File: src/rtl/core/nq_pkg.sv
`timescale 1ns / 1ps
// ----------------------------------------------------------------------------
// nq_pkg - shared definitions for the fixed-queen N-queens solver
// Board geometry, microcode control word layout, datapath operation codes,
// branch condition codes and the status/control bundles between units.
// ----------------------------------------------------------------------------
package nq_pkg;

    // Board geometry
    localparam int BOARD_SIZE = 8;
    localparam int MAX_SIDE   = 8;
    localparam int SIDE       = (BOARD_SIZE < MAX_SIDE) ? BOARD_SIZE : MAX_SIDE;
    localparam int CW         = 3;            // column / row field width
    localparam int DW         = 4;            // depth, trial row, result counter
    localparam int DIAGS      = 2 * SIDE - 1; // diagonals in each direction
    localparam int GW         = 4;            // diagonal index width

    typedef logic [CW-1:0] t_pos;
    typedef logic [DW-1:0] t_cnt;

    // Microcode address space
    localparam int AW = 4;
    typedef logic [AW-1:0] t_addr;

    localparam t_addr A_IDLE      = 4'd0;
    localparam t_addr A_CHK_BOARD = 4'd1;
    localparam t_addr A_FIX       = 4'd2;
    localparam t_addr A_CHK_DEPTH = 4'd3;
    localparam t_addr A_TEST_END  = 4'd4;
    localparam t_addr A_TEST_FREE = 4'd5;
    localparam t_addr A_BACK      = 4'd6;
    localparam t_addr A_UNMARK    = 4'd7;
    localparam t_addr A_EMIT_CHK  = 4'd8;
    localparam t_addr A_EMIT_ROW  = 4'd9;
    localparam t_addr A_EMIT_NONE = 4'd10;

    // Datapath operations
    typedef logic [3:0] t_op;

    localparam t_op OP_NONE      = 4'd0;
    localparam t_op OP_LOAD      = 4'd1;  // take request, clear search state
    localparam t_op OP_FIX       = 4'd2;  // place the preset queen
    localparam t_op OP_PLACE     = 4'd3;  // place trial row, go one column deeper
    localparam t_op OP_NEXT_ROW  = 4'd4;  // advance trial row
    localparam t_op OP_DEC_DEPTH = 4'd5;  // step back one column
    localparam t_op OP_UNMARK    = 4'd6;  // lift queen, resume one row below it
    localparam t_op OP_EMIT_ROW  = 4'd7;  // load one found result beat
    localparam t_op OP_EMIT_NONE = 4'd8;  // load the not-found beat

    // Branch conditions
    typedef logic [3:0] t_cond;

    localparam t_cond C_ALWAYS     = 4'd0;
    localparam t_cond C_IN_VALID   = 4'd1;
    localparam t_cond C_OFF_BOARD  = 4'd2;
    localparam t_cond C_DEPTH_FULL = 4'd3;
    localparam t_cond C_TRY_END    = 4'd4;
    localparam t_cond C_CELL_FREE  = 4'd5;
    localparam t_cond C_DEPTH_ZERO = 4'd6;
    localparam t_cond C_OUT_FREE   = 4'd7;
    localparam t_cond C_EMIT_END   = 4'd8;

    // One control word: test a condition, run op_t and go to jmp_t when it
    // holds, else run op_f and go to jmp_f.
    typedef struct packed {
        t_cond cond;
        t_op   op_t;
        t_addr jmp_t;
        t_op   op_f;
        t_addr jmp_f;
    } t_uword;

    // Datapath flags seen by the sequencer
    typedef struct packed {
        logic in_valid;
        logic off_board;
        logic depth_full;
        logic try_end;
        logic cell_free;
        logic depth_zero;
        logic out_free;
        logic emit_end;
    } t_status;

    // Sequencer commands to the datapath
    typedef struct packed {
        t_op  op;
        logic in_ready;
    } t_ctrl;

endpackage

File: src/rtl/core/nq_ifs.sv
`timescale 1ns / 1ps
// ----------------------------------------------------------------------------
// nq_ifs - request and result channels of the N-queens solver
// Valid/ready channels; a beat moves when valid and ready are both high.
// ----------------------------------------------------------------------------
interface nq_in_if
    import nq_pkg::*;
();
    logic valid;
    logic ready;
    t_pos fixed_column;
    t_pos fixed_row;

    modport source (output valid, output fixed_column, output fixed_row, input ready);
    modport sink   (input valid, input fixed_column, input fixed_row, output ready);
endinterface

interface nq_out_if
    import nq_pkg::*;
();
    logic valid;
    logic ready;
    t_pos column_index;
    t_pos queen_row;
    logic found;
    logic last;

    modport source (output valid, output column_index, output queen_row,
                    output found, output last, input ready);
    modport sink   (input valid, input column_index, input queen_row,
                    input found, input last, output ready);
endinterface

File: src/rtl/core/nq_seq.sv
`timescale 1ns / 1ps
// ----------------------------------------------------------------------------
// nq_seq - microcode sequencer
// Step counter over a small control store; each word tests one condition (a
// datapath flag, or always), issues an operation and picks the next step.
// ----------------------------------------------------------------------------
module nq_seq
    import nq_pkg::*;
(
    input  logic    i_clk,
    input  logic    i_rst_n,
    input  t_status i_status,
    output t_ctrl   o_ctrl
);

    // Control store
    function automatic t_uword ucode(input t_addr a);
        t_uword w;
        w = '{cond: C_ALWAYS, op_t: OP_NONE, jmp_t: A_IDLE, op_f: OP_NONE, jmp_f: A_IDLE};
        case (a)
            A_IDLE:      w = '{C_IN_VALID,   OP_LOAD,      A_CHK_BOARD,
                               OP_NONE,      A_IDLE};
            A_CHK_BOARD: w = '{C_OFF_BOARD,  OP_NONE,      A_EMIT_NONE,
                               OP_NONE,      A_FIX};
            A_FIX:       w = '{C_ALWAYS,     OP_FIX,       A_CHK_DEPTH,
                               OP_NONE,      A_CHK_DEPTH};
            A_CHK_DEPTH: w = '{C_DEPTH_FULL, OP_NONE,      A_EMIT_CHK,
                               OP_NONE,      A_TEST_END};
            A_TEST_END:  w = '{C_TRY_END,    OP_NONE,      A_BACK,
                               OP_NONE,      A_TEST_FREE};
            A_TEST_FREE: w = '{C_CELL_FREE,  OP_PLACE,     A_CHK_DEPTH,
                               OP_NEXT_ROW,  A_TEST_END};
            A_BACK:      w = '{C_DEPTH_ZERO, OP_NONE,      A_EMIT_NONE,
                               OP_DEC_DEPTH, A_UNMARK};
            A_UNMARK:    w = '{C_ALWAYS,     OP_UNMARK,    A_TEST_END,
                               OP_NONE,      A_TEST_END};
            A_EMIT_CHK:  w = '{C_EMIT_END,   OP_NONE,      A_IDLE,
                               OP_NONE,      A_EMIT_ROW};
            A_EMIT_ROW:  w = '{C_OUT_FREE,   OP_EMIT_ROW,  A_EMIT_CHK,
                               OP_NONE,      A_EMIT_ROW};
            A_EMIT_NONE: w = '{C_OUT_FREE,   OP_EMIT_NONE, A_IDLE,
                               OP_NONE,      A_EMIT_NONE};
            default:     w = '{C_ALWAYS,     OP_NONE,      A_IDLE,
                               OP_NONE,      A_IDLE};
        endcase
        return w;
    endfunction

    t_addr  r_upc;
    t_addr  n_upc;
    t_uword word;
    logic   hit;

    assign word = ucode(r_upc);

    // Condition select
    always_comb begin
        unique case (word.cond)
            C_ALWAYS:     hit = 1'b1;
            C_IN_VALID:   hit = i_status.in_valid;
            C_OFF_BOARD:  hit = i_status.off_board;
            C_DEPTH_FULL: hit = i_status.depth_full;
            C_TRY_END:    hit = i_status.try_end;
            C_CELL_FREE:  hit = i_status.cell_free;
            C_DEPTH_ZERO: hit = i_status.depth_zero;
            C_OUT_FREE:   hit = i_status.out_free;
            C_EMIT_END:   hit = i_status.emit_end;
            default:      hit = 1'b0;
        endcase
    end

    // Branch and issue
    always_comb begin
        n_upc           = hit ? word.jmp_t : word.jmp_f;
        o_ctrl.op       = hit ? word.op_t : word.op_f;
        o_ctrl.in_ready = (r_upc == A_IDLE);
    end

    always_ff @(posedge i_clk) begin
        if (!i_rst_n) begin
            r_upc <= A_IDLE;
        end else begin
            r_upc <= n_upc;
        end
    end

endmodule

File: src/rtl/core/nq_dp.sv
`timescale 1ns / 1ps
// ----------------------------------------------------------------------------
// nq_dp - search datapath
// Queen rows per column, row and diagonal occupancy masks, depth and trial
// row counters, and the registered result stage.
// ----------------------------------------------------------------------------
module nq_dp
    import nq_pkg::*;
(
    input  logic            i_clk,
    input  logic            i_rst_n,
    input  t_ctrl           i_ctrl,
    output t_status         o_status,
    nq_in_if.sink           i_in,
    nq_out_if.source        o_out
);

    // Search state
    t_pos               r_fc, n_fc;
    t_pos               r_fr, n_fr;
    t_pos               r_row [SIDE];
    logic [SIDE-1:0]    r_rows, n_rows;
    logic [DIAGS-1:0]   r_rise, n_rise;
    logic [DIAGS-1:0]   r_fall, n_fall;
    t_cnt               r_depth, n_depth;
    t_cnt               r_try, n_try;
    t_cnt               r_oc, n_oc;

    // Result stage
    logic               r_ov, n_ov;
    t_pos               r_ocol, n_ocol;
    t_pos               r_orow, n_orow;
    logic               r_ofound, n_ofound;
    logic               r_olast, n_olast;

    t_pos               col;
    t_pos               rd_addr;
    t_pos               rd_row;
    t_pos               try_row;
    logic [GW-1:0]      t_rise_idx, t_fall_idx;
    t_pos               m_row, m_col;
    logic [GW-1:0]      m_rise_idx, m_fall_idx;
    logic               row_we;
    t_pos               row_wa, row_wd;

    // Column at the current depth, wrapping round after the preset column
    assign col     = CW'((DW'(r_fc) + DW'(1) + r_depth) % DW'(SIDE));
    assign try_row = r_try[CW-1:0];

    // Single read port of the row store
    assign rd_addr = (i_ctrl.op == OP_EMIT_ROW) ? r_oc[CW-1:0] : col;
    assign rd_row  = r_row[rd_addr];

    // Trial cell diagonals
    assign t_rise_idx = GW'(try_row) + GW'(col);
    assign t_fall_idx = GW'(try_row) + GW'(SIDE - 1) - GW'(col);

    // Cell being marked or cleared
    always_comb begin
        m_row = try_row;
        m_col = col;
        if (i_ctrl.op == OP_FIX) begin
            m_row = r_fr;
            m_col = r_fc;
        end else if (i_ctrl.op == OP_UNMARK) begin
            m_row = rd_row;
        end
    end
    assign m_rise_idx = GW'(m_row) + GW'(m_col);
    assign m_fall_idx = GW'(m_row) + GW'(SIDE - 1) - GW'(m_col);

    // Flags for the sequencer
    always_comb begin
        o_status.in_valid   = i_in.valid;
        o_status.off_board  = (DW'(r_fc) >= DW'(SIDE)) || (DW'(r_fr) >= DW'(SIDE));
        o_status.depth_full = (r_depth == DW'(SIDE - 1));
        o_status.try_end    = (r_try == DW'(SIDE));
        o_status.cell_free  = !r_rows[try_row] && !r_rise[t_rise_idx] && !r_fall[t_fall_idx];
        o_status.depth_zero = (r_depth == '0);
        o_status.out_free   = !r_ov || o_out.ready;
        o_status.emit_end   = (r_oc == DW'(SIDE));
    end

    assign i_in.ready = i_ctrl.in_ready;

    // Operation decode
    always_comb begin
        n_fc     = r_fc;
        n_fr     = r_fr;
        n_rows   = r_rows;
        n_rise   = r_rise;
        n_fall   = r_fall;
        n_depth  = r_depth;
        n_try    = r_try;
        n_oc     = r_oc;
        n_ov     = r_ov && !o_out.ready;
        n_ocol   = r_ocol;
        n_orow   = r_orow;
        n_ofound = r_ofound;
        n_olast  = r_olast;
        row_we   = 1'b0;
        row_wa   = col;
        row_wd   = try_row;
        unique case (i_ctrl.op)
            OP_NONE: begin
            end
            OP_LOAD: begin
                n_fc    = i_in.fixed_column;
                n_fr    = i_in.fixed_row;
                n_rows  = '0;
                n_rise  = '0;
                n_fall  = '0;
                n_depth = '0;
                n_try   = '0;
                n_oc    = '0;
            end
            OP_FIX: begin
                row_we               = 1'b1;
                row_wa               = r_fc;
                row_wd               = r_fr;
                n_rows[m_row]        = 1'b1;
                n_rise[m_rise_idx]   = 1'b1;
                n_fall[m_fall_idx]   = 1'b1;
            end
            OP_PLACE: begin
                row_we               = 1'b1;
                n_rows[m_row]        = 1'b1;
                n_rise[m_rise_idx]   = 1'b1;
                n_fall[m_fall_idx]   = 1'b1;
                n_depth              = r_depth + DW'(1);
                n_try                = '0;
            end
            OP_NEXT_ROW: begin
                n_try = r_try + DW'(1);
            end
            OP_DEC_DEPTH: begin
                n_depth = r_depth - DW'(1);
            end
            OP_UNMARK: begin
                n_rows[m_row]        = 1'b0;
                n_rise[m_rise_idx]   = 1'b0;
                n_fall[m_fall_idx]   = 1'b0;
                n_try                = DW'(rd_row) + DW'(1);
            end
            OP_EMIT_ROW: begin
                n_ov     = 1'b1;
                n_ocol   = r_oc[CW-1:0];
                n_orow   = rd_row;
                n_ofound = 1'b1;
                n_olast  = (r_oc == DW'(SIDE - 1));
                n_oc     = r_oc + DW'(1);
            end
            OP_EMIT_NONE: begin
                n_ov     = 1'b1;
                n_ocol   = '0;
                n_orow   = '0;
                n_ofound = 1'b0;
                n_olast  = 1'b1;
            end
            default: begin
            end
        endcase
    end

    // Control registers
    always_ff @(posedge i_clk) begin
        if (!i_rst_n) begin
            r_ov <= 1'b0;
        end else begin
            r_ov <= n_ov;
        end
    end

    // Payload registers
    always_ff @(posedge i_clk) begin
        r_fc     <= n_fc;
        r_fr     <= n_fr;
        r_rows   <= n_rows;
        r_rise   <= n_rise;
        r_fall   <= n_fall;
        r_depth  <= n_depth;
        r_try    <= n_try;
        r_oc     <= n_oc;
        r_ocol   <= n_ocol;
        r_orow   <= n_orow;
        r_ofound <= n_ofound;
        r_olast  <= n_olast;
        if (row_we) begin
            r_row[row_wa] <= row_wd;
        end
    end

    assign o_out.valid        = r_ov;
    assign o_out.column_index = r_ocol;
    assign o_out.queen_row    = r_orow;
    assign o_out.found        = r_ofound;
    assign o_out.last         = r_olast;

endmodule

File: src/rtl/core/n_queens_fixed_queen_solver.sv
`timescale 1ns / 1ps
// Flow: a request is loaded, checked against the board and its queen placed before
//   the search, in which each trial row is tested, then placed or skipped, and backtracks unmark.
// Throughput: one request at a time; a new request is taken once the last
//   result beat is loaded; found result beats are loaded in turn, each waiting for a free result register.
// Reset: synchronous active-low i_rst_n returns the sequencer to idle and
//   empties the result register; search state is rebuilt by every request.
// ----------------------------------------------------------------------------
// n_queens_fixed_queen_solver - N-queens search around one preset queen
// Microcoded depth-first search; emits each column's row in column order, or one not-found beat.
// ----------------------------------------------------------------------------
module n_queens_fixed_queen_solver
    import nq_pkg::*;
(
    input  logic     i_clk,
    input  logic     i_rst_n,
    nq_in_if.sink    i_in,
    nq_out_if.source o_out
);

    t_ctrl   ctrl;
    t_status status;

    // Sequencer
    nq_seq u_seq (
        .i_clk    (i_clk),
        .i_rst_n  (i_rst_n),
        .i_status (status),
        .o_ctrl   (ctrl)
    );

    // Datapath
    nq_dp u_dp (
        .i_clk    (i_clk),
        .i_rst_n  (i_rst_n),
        .i_ctrl   (ctrl),
        .o_status (status),
        .i_in     (i_in),
        .o_out    (o_out)
    );

    // Checks
    a_busy_after_req: assert property (@(posedge i_clk) disable iff (!i_rst_n)
        (i_in.valid && i_in.ready) |=> !i_in.ready)
        else $error("request taken while search running");

    a_beat_kind: assert property (@(posedge i_clk) disable iff (!i_rst_n)
        o_out.valid |-> (o_out.found || o_out.last))
        else $error("not-found beat without last");

    a_last_col: assert property (@(posedge i_clk) disable iff (!i_rst_n)
        (o_out.valid && o_out.found && o_out.last) |-> (o_out.column_index == CW'(SIDE - 1)))
        else $error("found run ends on wrong column");

endmodule
File: src/flat_wrapper.sv
// flat-port wrapper written by rule: the top's interface ports become plain ports
module n_queens_fixed_queen_solver_flat import nq_pkg::*;
  (i_clk, i_rst_n, i_in_valid, i_in_fixed_column, i_in_fixed_row, i_in_ready, o_out_valid, o_out_column_index, o_out_queen_row, o_out_found, o_out_last, o_out_ready);
  nq_in_if i_in_i ();
  nq_out_if o_out_i ();
  input  logic i_clk;
  input  logic i_rst_n;
  input wire logic [$bits(i_in_i.valid)-1:0] i_in_valid;
  input wire logic [$bits(i_in_i.fixed_column)-1:0] i_in_fixed_column;
  input wire logic [$bits(i_in_i.fixed_row)-1:0] i_in_fixed_row;
  output wire logic [$bits(i_in_i.ready)-1:0] i_in_ready;
  output wire logic [$bits(o_out_i.valid)-1:0] o_out_valid;
  output wire logic [$bits(o_out_i.column_index)-1:0] o_out_column_index;
  output wire logic [$bits(o_out_i.queen_row)-1:0] o_out_queen_row;
  output wire logic [$bits(o_out_i.found)-1:0] o_out_found;
  output wire logic [$bits(o_out_i.last)-1:0] o_out_last;
  input wire logic [$bits(o_out_i.ready)-1:0] o_out_ready;
  assign i_in_i.valid = i_in_valid;
  assign i_in_i.fixed_column = i_in_fixed_column;
  assign i_in_i.fixed_row = i_in_fixed_row;
  assign i_in_ready = i_in_i.ready;
  assign o_out_valid = o_out_i.valid;
  assign o_out_column_index = o_out_i.column_index;
  assign o_out_queen_row = o_out_i.queen_row;
  assign o_out_found = o_out_i.found;
  assign o_out_last = o_out_i.last;
  assign o_out_i.ready = o_out_ready;
  n_queens_fixed_queen_solver u_core (.i_clk(i_clk), .i_rst_n(i_rst_n), .i_in(i_in_i), .o_out(o_out_i));
endmodule
File: config.mk
export PLATFORM = sky130hd
export DESIGN_NAME = n_queens_fixed_queen_solver_flat
export DESIGN_NICKNAME = d
export VERILOG_FILES = /design/src/rtl/core/nq_pkg.sv /design/src/rtl/core/nq_ifs.sv /design/src/rtl/core/nq_seq.sv /design/src/rtl/core/nq_dp.sv /design/src/rtl/core/n_queens_fixed_queen_solver.sv /design/src/flat_wrapper.sv
export SDC_FILE = /design/constraint.sdc
export NUM_CORES = 1
export LEC_CHECK = 0
export ABC_AREA = 1
export BUFFER_PORTS_ARGS = -buffer_cell sky130_fd_sc_hd__buf_4
export CORE_MARGIN = 1.5
export CORE_UTILIZATION = 50
export CTS_BUF_LIST = sky130_fd_sc_hd__clkbuf_4 sky130_fd_sc_hd__clkbuf_8
export DETAILED_ROUTE_END_ITERATION = 8
export GPL_TIMING_DRIVEN = 1
export PLACE_DENSITY_LB_ADDON = 0.08
export SETUP_SLACK_MARGIN = 0.5
export SLEW_MARGIN = 20
export SYNTH_ARGS = -nofsm -noshare
export SYNTH_HDL_FRONTEND = slang
export SYNTH_SLANG_ARGS = --single-unit
File: constraint.sdc
create_clock -name i_clk -period 5.7 [get_ports i_clk]
set_input_delay 1.14 -clock i_clk [delete_from_list [all_inputs] [get_ports i_clk]]
set_output_delay 1.14 -clock i_clk [all_outputs]
set_load 0.05 [all_outputs]
==> qor.csv, run 1 <==
stage,metric,value,unit
clocking,CTS tree,built,
status,outcome,completed,
sta,count of pins over their slew limit,0,
final_layout,fin nets,912,
global_route,Tot GR Track Use,0.246,
placed_design,placed insts,989,
clocking,Clock Latency Late Sink,0.40,ns
placed_design,Port Buf Inserts,19,
setup_path,WS Path Type,flip-flop to flip-flop,
die,starting density of the core,0.511,
global_route,vias in the first global route,5331,
routing,Pre-antenna DRT Iters,6,
setup_path,endpoint type of the worst setup path,flip-flop,
die,Die Span Y,117,um
setup_path,Startpoint Class,flip-flop,
global_route,largest net degree at the start of global routing,39,
worst_hold_path,hold path endpoint,u_core.u_seq.r_upc[0]$_SDFF_PN0_,
clocking,total CTS buffers,9,
routing,DRT antenna net count,0,
final_layout,area grow syn2layout,27.7,%
sta,Slew HR,0.481,
clocking,Clock Tree Buf Depth,2,
placed_design,hpwl dp,11100,um
clocking,clock sinks,111,
setup_path,Critical-path top delay cell,fa_2,
job,Max-Cap Viols,0,
synthesis,synthesized flop and latch total,111,
setup_path,reg2reg setup slack,0.24,ns
die,core area,12600,um2
sta,# setup viols final,0,
final_layout,final cell count without fillers,1051,
synthesis,Mean Syn Cell Area,8.24,um2
synthesis,Post-Synthesis Cell Area,6450,um2
setup_path,Crit path required time,5.93,ns
worst_hold_path,Worst Hold Path Cells,2,
global_route,antenna violations before repair,0,
final_layout,# diodes,0,
setup_path,CP Buf/Inv Count,7,
die,I/O pin total,20,
setup_path,r2r endpoint,u_core.u_dp.r_fall[12]$_DFFE_PP_,
synthesis,Synthesized Nets,821,
routing,via/cell ratio,5.32,
sta,Final Hold Vio Count,0,
sta,unrepaired setup endpoints after global routing,true,
setup_path,FF-to-FF path depth,35,
global_route,global route overflow,0,
die,Die ar.,13600,um2
clocking,Post-CTS Hold Fix Bufs,0,
sta,min cycle time layout,5.46,ns
synthesis,Netlist cell types,42,
clocking,clock transition at the registers of the reported paths,0.10,ns
worst_hold_path,worst hold path class,flip-flop to flip-flop,
sta,fin crit share,0.957,
die,chip width,117,um
sta,fmax,183,MHz
routing,final WL,16600,um
placed_design,gp weighted congestion,0.960,
setup_path,Top Family by Delay on Critical Path,simple AND/OR/NAND/NOR gates,
setup_path,Critical Path Max Stage Delay,0.60,ns
clocking,clk root buf,clkbuf_8,
worst_hold_path,hold path start,u_core.u_seq.word[8]$_SDFF_PP0_,
setup_path,Critical Path AT,5.68,ns
synthesis,sequential fraction of the synthesis area,0.481,
clocking,H-Tree Depth,3,
routing,detailed router's first-iteration violation count,558,
sta,Final WS setup,0.244,ns
setup_path,worst r2r src,u_core.u_dp.r_fc[0]$_DFFE_PP_,
sta,Setup Skew,0.0189,ns
routing,routed vias,5588,
global_route,first-pass GRT wire length,25500,um
placed_design,pre-CTS setup slack,-0.0587,ns
sta,Tightest Pin Transition,0.772,ns
final_layout,layout cells sized above 1,0.309,
routing,DRC errors left,0,
synthesis,synth warn,0,
die,row count,41,
setup_path,worst-path maximum fanout,6,
synthesis,Synth Instances,783,
routing,WL/cell,15.8,um
Yosys cell counts (all sizes together):
master   count  area, um2
ha          24        300
a21oi       54        282
dfxtp       23        460
nand4        5       37.5
o21ai       29        164
clkbuf       5       22.5
nor2        81        320
o31ai        1       7.51
nor3b        1       7.51
nand2      208        851
a31oi        4       25.0
nor3         7       40.0
o21a         4       30.0
a211o        1       8.76
o21bai       3       22.5
inv        129        484
a311oi       1       8.76
nor4         3       18.8
clkinv       1       3.75
nand3b       5       37.5
fa           4       80.1
or2          2       12.5
nand3       82        433
o2bb2ai      1       8.76
buf         10       78.8
xor2         7       61.3
edfxtp      88       2640
worst reg2reg max path, delay by kind of cell, from the launching register on:
kind	cells	cell delay, ns
compound gates	3	0.58
xor+xnor	1	0.22
fa+ha+maj	5	1.59
buf+inv	7	0.53
flops	1	0.40
simple gates	19	1.96
state kept, by name (all words and copies together) (netlist names), 4 cells and up:
name / count
u_core.u_dp.r_depth: 4
u_core.u_dp.r_fall: 15
u_core.u_dp.r_oc: 4
u_core.u_dp.r_rise: 15
u_core.u_dp.r_row: 24
u_core.u_dp.r_rows: 8
u_core.u_dp.r_try: 4
u_core.u_seq.r_upc: 4
u_core.u_seq.word: 18
stage by stage:
stage               instance area [um2]  setup TNS [ns]  hold WS [ns]   util
floorplan                          6450               0         0.476      -
global placement                   6940        -0.00402         0.508  0.550
detailed placement                 6940          -0.190         0.512  0.550
CTS                                7900               0         0.529  0.626
global route                       8230          -0.107         0.557  0.652
finish                             8230               0         0.529  0.652
placed cells by master, fill, tap and decap left out, types with 19 or more instances in the layout:
cell type,netlist,routed
inv_1,125,106
edfxtp_1,88,88
nor2_1,80,59
nand2_1,196,159
a21oi_1,53,34
dfxtp_1,23,23
a21oi_2,0,19
nand2_2,4,31
nand3_1,79,60
buf_4,4,84
repair_timing:
item | 4_1_cts | 5_1_grt
endpoints found under the setup margin | 30 | 38
resized for setup | 125 | 67
hold endpoints to repair | 0 | 0
buffers inserted | 32 | 13
cloned | 1 | 0
pin swaps | 67 | 62
final cells by class:
cell class	instances	area (um2)
fillers	1037	4390
multi-input cells	528	3430
flip-flops and latches	111	3100
repair buffers	94	754
inverters	130	505
well taps	172	215
clock buffers	9	124
clock inverters	7	104
cell families after synthesis:
kind of cell	count (synthesis)	synth area share
flip-flops	111	0.481
buffers and inverters	145	0.0914
AND/OR/NAND/NOR	394	0.273
XOR/XNOR	7	0.00951
AO/OA/AOI/OAI	98	0.0863
adder cells (fa/ha/maj)	28	0.0590
worst max-delay path by stage:
stage | start | slack, ns | end | cells after the start
6_report | u_core.u_dp.r_fc[0]$_DFFE_PP_ | 0.24 | u_core.u_dp.r_fall[12]$_DFFE_PP_ | 35
5_1_grt | u_core.u_dp.r_depth[0]$_SDFFCE_PN0P_ | -0.04 | u_core.u_dp.r_fall[4]$_DFFE_PP_ | 36
4_1_cts | u_core.u_dp.r_fc[0]$_DFFE_PP_ | 0.36 | u_core.u_dp.r_fall[4]$_DFFE_PP_ | 39
3_5_place_dp | u_core.u_dp.r_fc[0]$_DFFE_PP_ | -0.06 | u_core.u_dp.r_fall[12]$_DFFE_PP_ | 40
3_3_place_gp | u_core.u_dp.r_fc[0]$_DFFE_PP_ | -0.004 | u_core.u_dp.r_fall[12]$_DFFE_PP_ | 41
2_1_floorplan | u_core.u_dp.r_depth[0]$_SDFFCE_PN0P_ | 0.48 | u_core.u_dp.r_rise[8]$_DFFE_PP_ | 39
metal layers:
metal  share of wire  global-route usage
met5               0                   0
met4           0.018              0.0627
met3           0.056              0.0618
met2            0.49               0.403
met1            0.44               0.328
Power of run 1 is left out: the tool's default activity adds up to more than one toggle a clock period on the data nets, which glitch-free logic cannot reach.
==> run 2: changes to the inputs <==
--- a/config.mk
+++ b/config.mk
@@ -8,7 +8,7 @@
 export ABC_AREA = 1
 export BUFFER_PORTS_ARGS = -buffer_cell sky130_fd_sc_hd__buf_4
 export CORE_MARGIN = 1.5
-export CORE_UTILIZATION = 50
+export CORE_UTILIZATION = 59
 export CTS_BUF_LIST = sky130_fd_sc_hd__clkbuf_4 sky130_fd_sc_hd__clkbuf_8
 export DETAILED_ROUTE_END_ITERATION = 8
 export GPL_TIMING_DRIVEN = 1
@@ -17,4 +17,5 @@
 export SLEW_MARGIN = 20
 export SYNTH_ARGS = -nofsm -noshare
 export SYNTH_HDL_FRONTEND = slang
+export SYNTH_HIERARCHICAL = 1
 export SYNTH_SLANG_ARGS = --single-unit
==> run 2 against run 1 <==
The run now ends with negative setup slack left. Sequential share of layout area shrank 2.8 points. Critical path depth grew 4. Clock-buffer cell count grew 1. Non-clock buffer count grew 52. Clock skew shrank 0.0094 ns. Die area shrank 12%. Via count grew 11%. Largest cell class unchanged.
==> qor.csv, run 2 <==
stage,metric,value,unit,change
status,outcome,"complete, but fails checks",,was completed
status,failing checks,negative setup slack,,
sta,Final WS setup,-0.551,ns,was 0.244 ns
global_route,global route overflow,0,,unchanged
sta,Tightest Pin Transition,1.04,ns,was 0.772 ns
routing,final WL,19100,um,was 16600 um
final_layout,Largest register FFs,24,,unchanged
clocking,CTS tree,built,,unchanged
setup_path,FF-to-FF path depth,39,,was 35
setup_path,WS Path Type,flip-flop to flip-flop,,unchanged
synthesis,Synthesized Nets,839,,was 821
setup_path,Critical Path AT,6.41,ns,was 5.68 ns
synthesis,Commonest cells post-synth,"182 x nand2_1, 125 x inv_1, 106 x nand3_1, 88 x edfxtp_1, 56 x nor2_1",,"was 196 x nand2_1, 125 x inv_1, 88 x edfxtp_1, 80 x nor2_1, 79 x nand3_1"
placed_design,pre-CTS setup slack,-0.646,ns,was -0.0587 ns
synthesis,Area contributors post-synth,"edfxtp_1 40%, nand2_1 10%, nand3_1 8.0%",,"was edfxtp_1 41%, nand2_1 11%, inv_1 7.3%"
placed_design,hpwl dp,12000,um,was 11100 um
final_layout,area grow syn2layout,33.3,%,was 27.7%
sta,Setup Skew,0.00953,ns,was 0.0189 ns
setup_path,endpoint type of the worst setup path,flip-flop,,unchanged
sta,count of pins over their slew limit,0,,unchanged
synthesis,Synth async-reset ratio,0,,unchanged
final_layout,"most common cell after layout, fill and taps aside",nand2_1,,unchanged
synthesis,Mean Syn Cell Area,8.33,um2,was 8.24 um2
setup_path,CP Buf/Inv Count,9,,was 7
worst_hold_path,worst hold path class,flip-flop to flip-flop,,unchanged
global_route,largest net degree at the start of global routing,40,,was 39
worst_hold_path,Worst Hold Path Cells,2,,unchanged
sta,# setup viols final,30,,was 0
routing,via/cell ratio,5.74,,was 5.32
clocking,total CTS buffers,9,,unchanged
routing,WL/cell,17.7,um,was 15.8 um
synthesis,Post-synth EDFFs,88,,unchanged
global_route,antenna violations before repair,0,,unchanged
die,I/O pin total,20,,unchanged
global_route,vias in the first global route,5924,,was 5331
synthesis,largest area contributor in the netlist,edfxtp_1,,unchanged
final_layout,Reg area,3100,um2,unchanged
synthesis,synth warn,6,,was 0
synthesis,most frequent cell after synthesis,nand2_1,,unchanged
final_layout,Fillers,641,,was 1037
setup_path,Top Family by Delay on Critical Path,simple AND/OR/NAND/NOR gates,,unchanged
setup_path,Critical Path Max Stage Delay,0.57,ns,was 0.60 ns
final_layout,fin nets,975,,was 912
synthesis,Synth Instances,800,,was 783
routing,DRC errors left,0,,unchanged
synthesis,ys flop type,edfxtp_1,,unchanged
synthesis,synthesized flop and latch total,111,,unchanged
setup_path,Critical-path top delay cell,fa_2,,unchanged
placed_design,Port Buf Inserts,19,,unchanged
global_route,Tot GR Track Use,0.307,,was 0.246
routing,detailed router's first-iteration violation count,714,,was 558
final_layout,Multi-input gate area,3690,um2,was 3430 um2
setup_path,total stage count of the critical path,39,,was 35
synthesis,proportion of netlist area held by the largest area contributor,0.396,,was 0.410
setup_path,worst-path maximum fanout,10,,was 6
final_layout,design area,8880,um2,was 8230 um2
die,core area,10900,um2,was 12600 um2
die,Die Span Y,109,um,was 117 um
die,row count,38,,was 41
setup_path,Crit path required time,5.85,ns,was 5.93 ns
synthesis,Netlist cell types,44,,was 42
synthesis,sequential fraction of the synthesis area,0.465,,was 0.481
placed_design,Area after DPL,7720,um2,was 6940 um2
sta,Final Hold Vio Count,0,,unchanged
final_layout,most frequent cells in the layout,"167 x nand2_1, 125 x buf_4, 109 x inv_1, 88 x edfxtp_1, 70 x nand3_1",,"was 159 x nand2_1, 106 x inv_1, 88 x edfxtp_1, 84 x buf_4, 60 x nand3_1"
final_layout,final cell count without fillers,1081,,was 1051
final_layout,layout cells sized above 1,0.367,,was 0.309
clocking,Clock Latency Late Sink,0.40,ns,about the same
setup_path,critical path's most frequent cell,nand2_1,,
routing,routed vias,6203,,was 5588
die,Die ar.,11900,um2,was 13600 um2
die,starting density of the core,0.610,,was 0.511
setup_path,Startpoint Class,flip-flop,,unchanged
routing,DRT antenna net count,0,,unchanged
sta,Slew HR,0.299,,was 0.481
die,chip width,109,um,was 117 um
clocking,clock sinks,111,,unchanged
clocking,H-Tree Depth,3,,unchanged
global_route,first-pass GRT wire length,28000,um,was 25500 um
final_layout,# diodes,0,,unchanged
sta,min cycle time layout,6.25,ns,was 5.46 ns
sta,fin crit share,1.10,,was 0.957
clocking,clk root buf,clkbuf_8,,unchanged
clocking,clock transition at the registers of the reported paths,0.10,ns,about the same
clocking,Post-CTS Hold Fix Bufs,0,,unchanged
synthesis,Post-Synthesis Cell Area,6670,um2,was 6450 um2
placed_design,placed insts,1026,,was 989
sta,fmax,160,MHz,was 183 MHz
job,Max-Cap Viols,0,,unchanged
final_layout,Top reg by flops,u_core/u_dp/r_row,,was u_core.u_dp.r_row
sta,unrepaired setup endpoints after global routing,true,,unchanged
routing,Pre-antenna DRT Iters,6,,unchanged
placed_design,gp weighted congestion,0.985,,was 0.960
clocking,Clock Tree Buf Depth,2,,unchanged
[run 2: metrics by stage]
| step | setup TNS (ns) | hold slack, ns | utilization |
|---|---|---|---|
| after floorplan | -0.871 | 0.514 | - |
| after global placement | -11.44 | 0.557 | 0.706 |
| after detailed placement | -16.08 | 0.562 | 0.706 |
| after CTS | -8.86 | 0.585 | 0.773 |
| after global routing | -20.40 | 0.613 | 0.812 |
| final | -13.44 | 0.586 | 0.812 |
[run 2: final timing paths]
kind | startpoint | end | slack, ns
min reg2reg | u_core/u_dp/r_fall[0]$_DFFE_PP_ | u_core/u_dp/r_fall[0]$_DFFE_PP_ | 0.59
max reg2reg | u_core/u_dp/r_fc[0]$_DFFE_PP_ | u_core/u_dp/r_fall[14]$_DFFE_PP_ | -0.55
max | u_core/u_dp/r_fc[0]$_DFFE_PP_ | u_core/u_dp/r_fall[14]$_DFFE_PP_ | -0.55
min | u_core/u_dp/r_fall[0]$_DFFE_PP_ | u_core/u_dp/r_fall[0]$_DFFE_PP_ | 0.59
[run 2: timing repair]
item,4_1_cts,5_1_grt
resized for setup,101,74
setup buffers,20,19
pin swaps,47,33
endpoints found under the setup margin,106,140
hold endpoints to repair,0,0
[run 2: worst min-delay path, cell delays in order, from the launching register on]
cell and delay (ns):
edfxtp_1 0.36, o21ai_1 0.07, o31ai_1 0.06
[run 2: layout make-up]
class | instances | area share
clock buffer | 10 | 0.0155
clock inverter | 6 | 0.00493
inverter | 136 | 0.0606
multi-input combinational | 532 | 0.415
sequential | 111 | 0.349
tap | 140 | 0.0197
timing repair buffer | 146 | 0.135
[run 2: cell families after synthesis]
logic type	count (synthesis)	share of synthesized area
compound gates	110	0.101
xor+xnor	7	0.00920
fa+ha+maj	29	0.0589
buf+inv	157	0.0996
flops	111	0.465
mux	2	0.00338
other cells	1	0.000562
simple gates	383	0.262
[run 2: metal layers]
metal  share of wire  GRT usage  vias up  wire [um]
met5               0          0        -          0
met4           0.036      0.120        0        685
met3           0.062     0.0652       72       1180
met2            0.51      0.527      268       9730
met1            0.39      0.379     2966       7550
li1                -          -     2897          -
Power of run 2 is left out for the same reason.
